### config.mk
export PLATFORM = sky130hd
export DESIGN_NAME = obfuscated_frame_receiver_core_flat
export DESIGN_NICKNAME = d
export VERILOG_FILES = /design/src/hdl/ofr_pkg.sv /design/src/hdl/ofr_req_if.sv /design/src/hdl/obfuscated_frame_receiver_core.sv /design/src/hdl/ofr_ram.sv /design/src/flat_wrapper.sv
export SDC_FILE = /design/constraint.sdc
export NUM_CORES = 1
export LEC_CHECK = 0
export BUFFER_PORTS_ARGS = -buffer_cell sky130_fd_sc_hd__buf_2
export CAP_MARGIN = 20
export CORE_MARGIN = 3
export CORE_UTILIZATION = 45
export DETAILED_ROUTE_END_ITERATION = 10
export PLACE_DENSITY = 0.73
export SYNTH_ARGS = -nofsm -noshare
export SYNTH_HDL_FRONTEND = slang
export SYNTH_SLANG_ARGS = --single-unit
### constraint.sdc
create_clock -name clock -period 3.1 [get_ports clock]
set_input_delay 0.31 -clock clock [delete_from_list [all_inputs] [get_ports clock]]
set_output_delay 0.31 -clock clock [all_outputs]
set_load 0.03 [all_outputs]
### src/hdl/ofr_pkg.sv
// Package with the types and constants shared by the frame receiver files.
package ofr_pkg;

   localparam int unsigned BYTE_W       = 8;
   localparam int unsigned POS_W        = 5;
   localparam int unsigned CRC_W        = 16;
   localparam int unsigned KEY_W        = 32;
   localparam int unsigned CSR_INDEX_W  = 2;
   localparam int unsigned MAX_PAYLOAD  = 24;

   localparam logic [BYTE_W-1:0] SYNC1_BYTE = 8'hAB;
   localparam logic [BYTE_W-1:0] SYNC2_BYTE = 8'hCD;
   localparam logic [BYTE_W-1:0] FOOT1_BYTE = 8'hDC;
   localparam logic [BYTE_W-1:0] FOOT2_BYTE = 8'hBA;

   localparam logic [CRC_W-1:0] CRC_POLY = 16'h1021;

   localparam logic [KEY_W-1:0] KEY0_RESET = 32'd3860098070;
   localparam logic [KEY_W-1:0] KEY1_RESET = 32'd1074630958;
   localparam logic [KEY_W-1:0] KEY2_RESET = 32'd1087714593;
   localparam logic [KEY_W-1:0] KEY3_RESET = 32'd2162754323;

   localparam logic [CSR_INDEX_W-1:0] CSR_KEY0 = 2'd0;
   localparam logic [CSR_INDEX_W-1:0] CSR_KEY1 = 2'd1;
   localparam logic [CSR_INDEX_W-1:0] CSR_KEY2 = 2'd2;
   localparam logic [CSR_INDEX_W-1:0] CSR_KEY3 = 2'd3;

   typedef enum logic [3:0] {
      ST_SYNC1,
      ST_SYNC2,
      ST_LEN_LO,
      ST_LEN_HI,
      ST_DATA,
      ST_CRC_SHIFT,
      ST_CRC_LO,
      ST_CRC_HI,
      ST_FOOT1,
      ST_FOOT2,
      ST_EMIT_READ,
      ST_EMIT_LOAD,
      ST_EMIT_WAIT
   } state_type;

endpackage

### src/hdl/ofr_req_if.sv
// Valid/ready channel interfaces for received bytes and frame results.
interface ofr_req_if;
   logic                          valid;
   logic                          ready;
   logic [ofr_pkg::BYTE_W-1:0]    rx_byte;

   modport source (output valid, output rx_byte, input ready);
   modport sink   (input valid, input rx_byte, output ready);
endinterface

interface ofr_rsp_if;
   logic                          valid;
   logic                          ready;
   logic [ofr_pkg::BYTE_W-1:0]    payload_byte;
   logic [ofr_pkg::POS_W-1:0]     byte_position;
   logic                          has_byte;
   logic                          last;
   logic [ofr_pkg::POS_W-1:0]     frame_length;

   modport source (output valid, output payload_byte, output byte_position,
                   output has_byte, output last, output frame_length, input ready);
   modport sink   (input valid, input payload_byte, input byte_position,
                   input has_byte, input last, input frame_length, output ready);
endinterface

### src/hdl/obfuscated_frame_receiver_core.sv
// Top level of the obfuscated frame receiver: framing, key XOR, CRC check, payload replay.
//
//   channel    direction  payload                                          transfer
//   req_chan   in         rx_byte                                          valid & ready
//   rsp_chan   out        payload_byte, byte_position, has_byte, last,     valid & ready
//                         frame_length
//   csr_*      in         csr_index, csr_wdata (key words 0..3)            csr_wen
//
// Header, length, CRC and footer bytes each take one transfer. A payload byte is taken, then
// the single shift/XOR CRC unit handles its bits one at a time while no byte is taken.
// An accepted frame then gives its results one after another, each through RAM read,
// output load and transfer, waiting while rsp_chan.ready is low; no byte is taken until
// the last result has been transferred. Reset loads the key words with their defaults and
// returns to hunting for the first sync byte; the payload RAM is not cleared.
module obfuscated_frame_receiver_core (
   input  logic                                clock,
   input  logic                                reset,
   ofr_req_if.sink                             req_chan,
   ofr_rsp_if.source                           rsp_chan,
   input  logic                                csr_wen,
   input  logic [ofr_pkg::CSR_INDEX_W-1:0]     csr_index,
   input  logic [ofr_pkg::KEY_W-1:0]           csr_wdata
);

   localparam int unsigned ADDR_W = $clog2(ofr_pkg::MAX_PAYLOAD);

   ofr_pkg::state_type state_ff, state_in;

   logic [ofr_pkg::KEY_W-1:0]  key0_ff, key1_ff, key2_ff, key3_ff;
   logic [ofr_pkg::BYTE_W-1:0] length_low_ff, length_low_in;
   logic [ofr_pkg::POS_W-1:0]  payload_length_ff, payload_length_in;
   logic [ofr_pkg::POS_W-1:0]  byte_count_ff, byte_count_in;
   logic [ofr_pkg::CRC_W-1:0]  crc_running_ff, crc_running_in;
   logic [ofr_pkg::CRC_W-1:0]  crc_received_ff, crc_received_in;
   logic [2:0]                 bit_count_ff, bit_count_in;
   logic [ofr_pkg::POS_W-1:0]  emit_idx_ff, emit_idx_in;

   logic                       rsp_valid_ff, rsp_valid_in;
   logic [ofr_pkg::BYTE_W-1:0] rsp_byte_ff, rsp_byte_in;
   logic [ofr_pkg::POS_W-1:0]  rsp_pos_ff, rsp_pos_in;
   logic                       rsp_has_ff, rsp_has_in;
   logic                       rsp_last_ff, rsp_last_in;
   logic [ofr_pkg::POS_W-1:0]  rsp_len_ff, rsp_len_in;

   logic                       req_ready;
   logic                       req_xfer;
   logic                       rsp_xfer;
   logic [ofr_pkg::BYTE_W-1:0] rx_b;
   logic [15:0]                len_full;
   logic [ofr_pkg::BYTE_W-1:0] data_plain;
   logic                       frame_good;

   logic                       ram_wr_en;
   logic                       ram_rd_en;
   logic [ofr_pkg::BYTE_W-1:0] ram_rd_data;

   function automatic logic [ofr_pkg::BYTE_W-1:0] key_byte(
      input logic [3:0]                pos,
      input logic [ofr_pkg::KEY_W-1:0] w0,
      input logic [ofr_pkg::KEY_W-1:0] w1,
      input logic [ofr_pkg::KEY_W-1:0] w2,
      input logic [ofr_pkg::KEY_W-1:0] w3
   );
      logic [ofr_pkg::KEY_W-1:0] w;
      case (pos[3:2])
         2'd0:    w = w0;
         2'd1:    w = w1;
         2'd2:    w = w2;
         default: w = w3;
      endcase
      return w[pos[1:0]*8 +: 8];
   endfunction

   assign rx_b      = req_chan.rx_byte;
   assign req_xfer  = req_chan.valid && req_ready;
   assign rsp_xfer  = rsp_valid_ff && rsp_chan.ready;
   assign len_full  = {rx_b, length_low_ff};
   assign data_plain = rx_b ^ key_byte(byte_count_ff[3:0], key0_ff, key1_ff, key2_ff, key3_ff);
   assign frame_good = (rx_b == ofr_pkg::FOOT2_BYTE) && (crc_received_ff == crc_running_ff);

   // Next state.
   always_comb begin
      state_in = state_ff;
      case (state_ff)
         ofr_pkg::ST_SYNC1: begin
            if (req_xfer && rx_b == ofr_pkg::SYNC1_BYTE) begin
               state_in = ofr_pkg::ST_SYNC2;
            end
         end
         ofr_pkg::ST_SYNC2: begin
            if (req_xfer) begin
               if (rx_b == ofr_pkg::SYNC2_BYTE) begin
                  state_in = ofr_pkg::ST_LEN_LO;
               end else if (rx_b != ofr_pkg::SYNC1_BYTE) begin
                  state_in = ofr_pkg::ST_SYNC1;
               end
            end
         end
         ofr_pkg::ST_LEN_LO: begin
            if (req_xfer) begin
               state_in = ofr_pkg::ST_LEN_HI;
            end
         end
         ofr_pkg::ST_LEN_HI: begin
            if (req_xfer) begin
               if (len_full > 16'(ofr_pkg::MAX_PAYLOAD)) begin
                  state_in = ofr_pkg::ST_SYNC1;
               end else if (len_full == 16'd0) begin
                  state_in = ofr_pkg::ST_CRC_LO;
               end else begin
                  state_in = ofr_pkg::ST_DATA;
               end
            end
         end
         ofr_pkg::ST_DATA: begin
            if (req_xfer) begin
               state_in = ofr_pkg::ST_CRC_SHIFT;
            end
         end
         ofr_pkg::ST_CRC_SHIFT: begin
            if (bit_count_ff == 3'd7) begin
               if (byte_count_ff >= payload_length_ff) begin
                  state_in = ofr_pkg::ST_CRC_LO;
               end else begin
                  state_in = ofr_pkg::ST_DATA;
               end
            end
         end
         ofr_pkg::ST_CRC_LO: begin
            if (req_xfer) begin
               state_in = ofr_pkg::ST_CRC_HI;
            end
         end
         ofr_pkg::ST_CRC_HI: begin
            if (req_xfer) begin
               state_in = ofr_pkg::ST_FOOT1;
            end
         end
         ofr_pkg::ST_FOOT1: begin
            if (req_xfer) begin
               state_in = (rx_b == ofr_pkg::FOOT1_BYTE) ? ofr_pkg::ST_FOOT2
                                                        : ofr_pkg::ST_SYNC1;
            end
         end
         ofr_pkg::ST_FOOT2: begin
            if (req_xfer) begin
               if (!frame_good) begin
                  state_in = ofr_pkg::ST_SYNC1;
               end else if (payload_length_ff == '0) begin
                  state_in = ofr_pkg::ST_EMIT_WAIT;
               end else begin
                  state_in = ofr_pkg::ST_EMIT_READ;
               end
            end
         end
         ofr_pkg::ST_EMIT_READ: begin
            state_in = ofr_pkg::ST_EMIT_LOAD;
         end
         ofr_pkg::ST_EMIT_LOAD: begin
            state_in = ofr_pkg::ST_EMIT_WAIT;
         end
         ofr_pkg::ST_EMIT_WAIT: begin
            if (rsp_xfer) begin
               state_in = rsp_last_ff ? ofr_pkg::ST_SYNC1 : ofr_pkg::ST_EMIT_READ;
            end
         end
         default: begin
            state_in = ofr_pkg::ST_SYNC1;
         end
      endcase
   end

   // Datapath controls and register next values.
   always_comb begin
      req_ready         = 1'b0;
      ram_wr_en         = 1'b0;
      ram_rd_en         = 1'b0;
      length_low_in     = length_low_ff;
      payload_length_in = payload_length_ff;
      byte_count_in     = byte_count_ff;
      crc_running_in    = crc_running_ff;
      crc_received_in   = crc_received_ff;
      bit_count_in      = bit_count_ff;
      emit_idx_in       = emit_idx_ff;
      rsp_valid_in      = rsp_valid_ff && !rsp_xfer;
      rsp_byte_in       = rsp_byte_ff;
      rsp_pos_in        = rsp_pos_ff;
      rsp_has_in        = rsp_has_ff;
      rsp_last_in       = rsp_last_ff;
      rsp_len_in        = rsp_len_ff;
      case (state_ff)
         ofr_pkg::ST_SYNC1, ofr_pkg::ST_SYNC2, ofr_pkg::ST_CRC_HI, ofr_pkg::ST_FOOT1: begin
            req_ready = 1'b1;
            if (req_xfer && state_ff == ofr_pkg::ST_CRC_HI) begin
               crc_received_in[15:8] = rx_b ^ key_byte(payload_length_ff[3:0] + 4'd1,
                                                       key0_ff, key1_ff, key2_ff, key3_ff);
            end
         end
         ofr_pkg::ST_LEN_LO: begin
            req_ready = 1'b1;
            if (req_xfer) begin
               length_low_in = rx_b;
            end
         end
         ofr_pkg::ST_LEN_HI: begin
            req_ready = 1'b1;
            if (req_xfer && len_full <= 16'(ofr_pkg::MAX_PAYLOAD)) begin
               payload_length_in = len_full[ofr_pkg::POS_W-1:0];
               byte_count_in     = '0;
               crc_running_in    = '0;
            end
         end
         ofr_pkg::ST_DATA: begin
            req_ready = 1'b1;
            if (req_xfer) begin
               ram_wr_en      = 1'b1;
               crc_running_in = crc_running_ff ^ {data_plain, 8'h00};
               byte_count_in  = byte_count_ff + 1'b1;
               bit_count_in   = '0;
            end
         end
         ofr_pkg::ST_CRC_SHIFT: begin
            // One bit of the CRC division per cycle.
            crc_running_in = crc_running_ff[15]
                           ? ({crc_running_ff[14:0], 1'b0} ^ ofr_pkg::CRC_POLY)
                           : {crc_running_ff[14:0], 1'b0};
            bit_count_in   = bit_count_ff + 1'b1;
         end
         ofr_pkg::ST_CRC_LO: begin
            req_ready = 1'b1;
            if (req_xfer) begin
               crc_received_in = {8'h00, rx_b ^ key_byte(payload_length_ff[3:0],
                                                         key0_ff, key1_ff, key2_ff, key3_ff)};
            end
         end
         ofr_pkg::ST_FOOT2: begin
            req_ready = 1'b1;
            if (req_xfer && frame_good) begin
               emit_idx_in = '0;
               if (payload_length_ff == '0) begin
                  // Empty frame: a single marker result.
                  rsp_valid_in = 1'b1;
                  rsp_byte_in  = '0;
                  rsp_pos_in   = '0;
                  rsp_has_in   = 1'b0;
                  rsp_last_in  = 1'b1;
                  rsp_len_in   = '0;
               end
            end
         end
         ofr_pkg::ST_EMIT_READ: begin
            ram_rd_en = 1'b1;
         end
         ofr_pkg::ST_EMIT_LOAD: begin
            rsp_valid_in = 1'b1;
            rsp_byte_in  = ram_rd_data;
            rsp_pos_in   = emit_idx_ff;
            rsp_has_in   = 1'b1;
            rsp_last_in  = (ofr_pkg::POS_W'(emit_idx_ff + 1'b1) == payload_length_ff);
            rsp_len_in   = payload_length_ff;
         end
         ofr_pkg::ST_EMIT_WAIT: begin
            if (rsp_xfer) begin
               emit_idx_in = emit_idx_ff + 1'b1;
            end
         end
         default: begin
         end
      endcase
   end

   always_ff @(posedge clock) begin
      if (reset) begin
         state_ff          <= ofr_pkg::ST_SYNC1;
         key0_ff           <= ofr_pkg::KEY0_RESET;
         key1_ff           <= ofr_pkg::KEY1_RESET;
         key2_ff           <= ofr_pkg::KEY2_RESET;
         key3_ff           <= ofr_pkg::KEY3_RESET;
         length_low_ff     <= '0;
         payload_length_ff <= '0;
         byte_count_ff     <= '0;
         crc_running_ff    <= '0;
         crc_received_ff   <= '0;
         bit_count_ff      <= '0;
         emit_idx_ff       <= '0;
         rsp_valid_ff      <= 1'b0;
      end else begin
         state_ff          <= state_in;
         length_low_ff     <= length_low_in;
         payload_length_ff <= payload_length_in;
         byte_count_ff     <= byte_count_in;
         crc_running_ff    <= crc_running_in;
         crc_received_ff   <= crc_received_in;
         bit_count_ff      <= bit_count_in;
         emit_idx_ff       <= emit_idx_in;
         rsp_valid_ff      <= rsp_valid_in;
         if (csr_wen) begin
            case (csr_index)
               ofr_pkg::CSR_KEY0: key0_ff <= csr_wdata;
               ofr_pkg::CSR_KEY1: key1_ff <= csr_wdata;
               ofr_pkg::CSR_KEY2: key2_ff <= csr_wdata;
               ofr_pkg::CSR_KEY3: key3_ff <= csr_wdata;
               default: begin
               end
            endcase
         end
      end
   end

   always_ff @(posedge clock) begin
      rsp_byte_ff <= rsp_byte_in;
      rsp_pos_ff  <= rsp_pos_in;
      rsp_has_ff  <= rsp_has_in;
      rsp_last_ff <= rsp_last_in;
      rsp_len_ff  <= rsp_len_in;
   end

   ofr_ram #(
      .WIDTH (ofr_pkg::BYTE_W),
      .DEPTH (ofr_pkg::MAX_PAYLOAD)
   ) u_payload_ram (
      .clock   (clock),
      .wr_en   (ram_wr_en),
      .wr_addr (byte_count_ff[ADDR_W-1:0]),
      .wr_data (data_plain),
      .rd_en   (ram_rd_en),
      .rd_addr (emit_idx_ff[ADDR_W-1:0]),
      .rd_data (ram_rd_data)
   );

   // No byte is taken while reset is held.
   assign req_chan.ready         = req_ready && !reset;
   assign rsp_chan.valid         = rsp_valid_ff;
   assign rsp_chan.payload_byte  = rsp_byte_ff;
   assign rsp_chan.byte_position = rsp_pos_ff;
   assign rsp_chan.has_byte      = rsp_has_ff;
   assign rsp_chan.last          = rsp_last_ff;
   assign rsp_chan.frame_length  = rsp_len_ff;

endmodule

### src/hdl/ofr_ram.sv
// Generic single-write, single-read RAM with registered read data.
module ofr_ram #(
   parameter int unsigned WIDTH = 8,
   parameter int unsigned DEPTH = 24
) (
   input  logic                       clock,
   input  logic                       wr_en,
   input  logic [$clog2(DEPTH)-1:0]   wr_addr,
   input  logic [WIDTH-1:0]           wr_data,
   input  logic                       rd_en,
   input  logic [$clog2(DEPTH)-1:0]   rd_addr,
   output logic [WIDTH-1:0]           rd_data
);

   logic [WIDTH-1:0] mem_ff [DEPTH];
   logic [WIDTH-1:0] rd_data_ff;

   always_ff @(posedge clock) begin
      if (wr_en) begin
         mem_ff[wr_addr] <= wr_data;
      end
      if (rd_en) begin
         rd_data_ff <= mem_ff[rd_addr];
      end
   end

   assign rd_data = rd_data_ff;

endmodule
### src/flat_wrapper.sv
// flat-port wrapper written by rule: the top's interface ports become plain ports
module obfuscated_frame_receiver_core_flat 
  (clock, reset, csr_wen, csr_index, csr_wdata, req_chan_valid, req_chan_rx_byte, req_chan_ready, rsp_chan_valid, rsp_chan_payload_byte, rsp_chan_byte_position, rsp_chan_has_byte, rsp_chan_last, rsp_chan_frame_length, rsp_chan_ready);
  ofr_req_if req_chan_i ();
  ofr_rsp_if rsp_chan_i ();
  input  logic clock;
  input  logic reset;
  input  logic csr_wen;
  input  logic [ofr_pkg::CSR_INDEX_W-1:0] csr_index;
  input  logic [ofr_pkg::KEY_W-1:0] csr_wdata;
  input wire logic [$bits(req_chan_i.valid)-1:0] req_chan_valid;
  input wire logic [$bits(req_chan_i.rx_byte)-1:0] req_chan_rx_byte;
  output wire logic [$bits(req_chan_i.ready)-1:0] req_chan_ready;
  output wire logic [$bits(rsp_chan_i.valid)-1:0] rsp_chan_valid;
  output wire logic [$bits(rsp_chan_i.payload_byte)-1:0] rsp_chan_payload_byte;
  output wire logic [$bits(rsp_chan_i.byte_position)-1:0] rsp_chan_byte_position;
  output wire logic [$bits(rsp_chan_i.has_byte)-1:0] rsp_chan_has_byte;
  output wire logic [$bits(rsp_chan_i.last)-1:0] rsp_chan_last;
  output wire logic [$bits(rsp_chan_i.frame_length)-1:0] rsp_chan_frame_length;
  input wire logic [$bits(rsp_chan_i.ready)-1:0] rsp_chan_ready;
  assign req_chan_i.valid = req_chan_valid;
  assign req_chan_i.rx_byte = req_chan_rx_byte;
  assign req_chan_ready = req_chan_i.ready;
  assign rsp_chan_valid = rsp_chan_i.valid;
  assign rsp_chan_payload_byte = rsp_chan_i.payload_byte;
  assign rsp_chan_byte_position = rsp_chan_i.byte_position;
  assign rsp_chan_has_byte = rsp_chan_i.has_byte;
  assign rsp_chan_last = rsp_chan_i.last;
  assign rsp_chan_frame_length = rsp_chan_i.frame_length;
  assign rsp_chan_i.ready = rsp_chan_ready;
  obfuscated_frame_receiver_core u_core (.clock(clock), .reset(reset), .req_chan(req_chan_i), .rsp_chan(rsp_chan_i), .csr_wen(csr_wen), .csr_index(csr_index), .csr_wdata(csr_wdata));
endmodule
==> results.cfg <==
[sta]
fin_crit_sh_pct = 89.3
fin_tns_setup_ns = 0
max_freq_ghz = 0.361
rsz0062_at_grt = false
final_hold_viol_count = 0
finClkSkew_ns = 0.0150
min_period_ns = 2.77
whs_ns = 0.0272
tightest_slew_ns = 1.01
drv_slew = 0
setup-violations-final = 0
timing.slew.headroom_pct = 32.5

[synthesis]
yosys.area_share.adder_pct = 0.882
ys_seq_elements = 411
ys_types = 70
netlist_area_um2 = 19900
synth_cells = 1741
synth-edff-count = 220
synthMuxAreaShare_pct = 16.0
synth_compound_area_share_pct = 10.2
synth_top_family_by_area = multiplexers
synth_nets = 1802
synth-seq-area-share_pct = 52.5
async_flop_share_pct = 0
ys.flop_type = edfxtp_1
synth_area_per_cell_um2 = 11.4
synthXorXnorAreaFrac_pct = 2.73
synth_warnings = 0
synth-simple-area-share_pct = 14.1

[drt]
dr.pass1.iters = 7
vias = 15100
routed_via_density = 6.13
routedWlPerCell_um = 22.9
routed_wl_mm = 56.3
wl_met3_mm = 5.66
drt_iter0_markers = 2098
drc = 0
ant_nets = 0
wl_met2_mm = 26.4
routed.top_layer = met4
drt-met1-wl_mm = 22.7

[setup_path]
reg2reg_from = u_core.byte_count_ff[2]
r2r_setup_slack_ns = 0.33
r2r_end = u_core.u_payload_ram.mem_ff[15][3]
crit_end = u_core.u_payload_ram.mem_ff[15][3]
crit_path_start_kind = flop
cp.arrival_ns = 3.03
crit_fanout = 24
reg2reg_depth = 5
cp-startpoint = u_core.byte_count_ff[2]
endpoint_kind = flop
cp.required_ns = 3.36
crit_type = flop to flop

[grt]
overflow = 0
antenna_found_initial = 1
grt_first_pass_wirelength_mm = 86.2
track_usage_pct = 23.6
grt_pass1_vias = 14400
grt_max_degree = 66

[cells_and_area]
final_cell_mix = 351 x nand2_1, 220 x edfxtp_1, 185 x dfxtp_1, 139 x a21oi_1, 97 x buf_4
final_layout_size_suffix_gt1_share_pct = 19.7
n_fill_cell = 3705
fin_nets = 1905
final_util_pct = 52.6
layout_commonest_cell = nand2_1
fin_cells = 2462
area_growth_pct = 14.7

[power_and_ir_drop]
vdd_drop_max_uv = 378
leakage_nw = 8.01
totalPowerFinal_w = 0.0116
power.density_nw_per_um2 = 508

[flow_run]
maxCapViolations = 0

[clock_network]
clockBufferDepth = 3
post_cts_buffers = 0
clkLatencyLatePin_ns = 0.57
cts_buffers = 44
cts_sinks = 411
cts-root-buf = clkbuf_16
htree_levels = 2
cts_tree = built
path_clk_slew_ns = 0.07

[die]
core_um2 = 43400
die_x_um = 216
io_pins = 69
rows = 76
die_y_um = 216
start_util_pct = 45.8
die_area_um2 = 46700

[outcome]
status = completed

[placed_design]
dp.cells = 2357
io_buffers = 68
place_hpwl_mm = 37.5
gp_congestion = 0.935

[hold_path]
hold_start = csr_wdata[11]
hold_class = primary input to flop
hold_path_depth = 3
[repair_timing]
action	4_1_cts	5_1_grt
resized for setup	0	0
hold endpoints to repair	67	0
setup endpoints to repair	0	0
hold buffers	25	0
[worst min-delay path by stage]
stage                                 to  slack [ns]
6_report              u_core.key2_ff[11]        0.03
5_1_grt               u_core.key1_ff[17]        0.03
4_1_cts               u_core.key2_ff[11]       0.005
3_5_place_dp   u_core.crc_received_ff[1]        0.46
3_3_place_gp   u_core.crc_received_ff[1]        0.45
2_1_floorplan          u_core.key3_ff[8]        0.43
[state kept, by name, summed over array words and instances (netlist names)]
signal	flops
u_core.length_low_ff	8
u_core.rsp_chan.payload_byte	8
u_core.crc_received_ff	16
u_core.key0_ff	32
u_core.key3_ff	32
u_core.state_ff	4
u_core.bit_count_ff	3
u_core.rsp_chan.has_byte	1
u_core.rsp_chan.last	1
u_core.crc_running_ff	16
u_core.rsp_chan.frame_length	5
u_core.rsp_chan.byte_position	5
u_core.payload_length_ff	5
u_core.u_payload_ram.rd_data	8
u_core.byte_count_ff	5
u_core.u_payload_ram.mem_ff	192
u_core.rsp_chan.valid	1
u_core.emit_idx_ff	5
u_core.key2_ff	32
u_core.key1_ff	32
[final cells by class]
cell class / instances / area [um^2] / area share [%]
Clock inverter: 20 / 194 / 0.851
Inverter: 21 / 78.8 / 0.346
Antenna cell: 1 / 2.50 / 0.0110
Timing Repair Buffer: 193 / 1390 / 6.12
Sequential cell: 411 / 10400 / 45.8
Tap cell: 585 / 732 / 3.21
Multi-Input combinational cell: 1173 / 8740 / 38.4
Clock buffer: 58 / 1200 / 5.28
[cells by family (layout without fill, tap and decap cells)]
| group | Yosys count | after routing |
|---|---|---|
| and+or+nand+nor | 615 | 615 |
| DFF | 411 | 411 |
| AOI/OAI and AO/OA | 316 | 316 |
| muxes | 172 | 172 |
| buffers and inverters | 157 | 292 |
| xor gates and xnor gates | 56 | 56 |
| adders and majority gates | 14 | 14 |
| other | 0 | 1 |
[Yosys cell counts, drive strengths merged (6+ instances only)]
library cell,instances,share of area (%)
a211o,7,0.31
a211oi,7,0.26
a21oi,139,3.5
a311o,22,1.1
a31oi,12,0.38
a32oi,8,0.35
and2,16,0.50
and3,23,0.72
buf,49,1.6
clkbuf,87,1.6
dfxtp,191,19
edfxtp,220,33
ha,14,0.88
inv,18,0.34
mux2,15,0.85
mux2i,48,2.4
mux4,109,13
nand2,351,6.6
nand2b,14,0.44
nand3,28,0.71
nand3b,49,1.9
nor2,71,1.4
nor2b,6,0.19
nor3,35,0.91
o211ai,9,0.37
o21ai,48,1.2
o221ai,21,0.93
o22ai,9,0.28
o311ai,6,0.26
or3,6,0.19
xnor2,30,1.5
xor2,26,1.2
[stage by stage]
step	cell area [um^2]	worst slack (ns)
global placement	21100	0.488
CTS	22800	0.357
global route	22800	0.221
finish	22800	0.331
detailed placement	21100	0.378
floorplan	19900	0.335
[critical path, stage by stage (launching register included)]
cell	delay, ns
dfxtp_2	0.33
buf_4	0.27
mux4_1	0.58
mux4_2	0.53
xnor2_2	0.17
inv_1	0.55
[per-layer routing]
layer	vias up	GRT usage, %
met1	7439	32.6
met2	856	38.1
met5	-	0
met4	0	7.53
met3	114	4.51
li1	6674	-
[report_power, final]
| group | switching [W] | internal, W |
|---|---|---|
| clock | 0.00215 | 0.00299 |
| sequential | 0.0000938 | 0.00582 |
| combinational | 0.000322 | 0.000199 |
(Power assumes the default switching activity.)
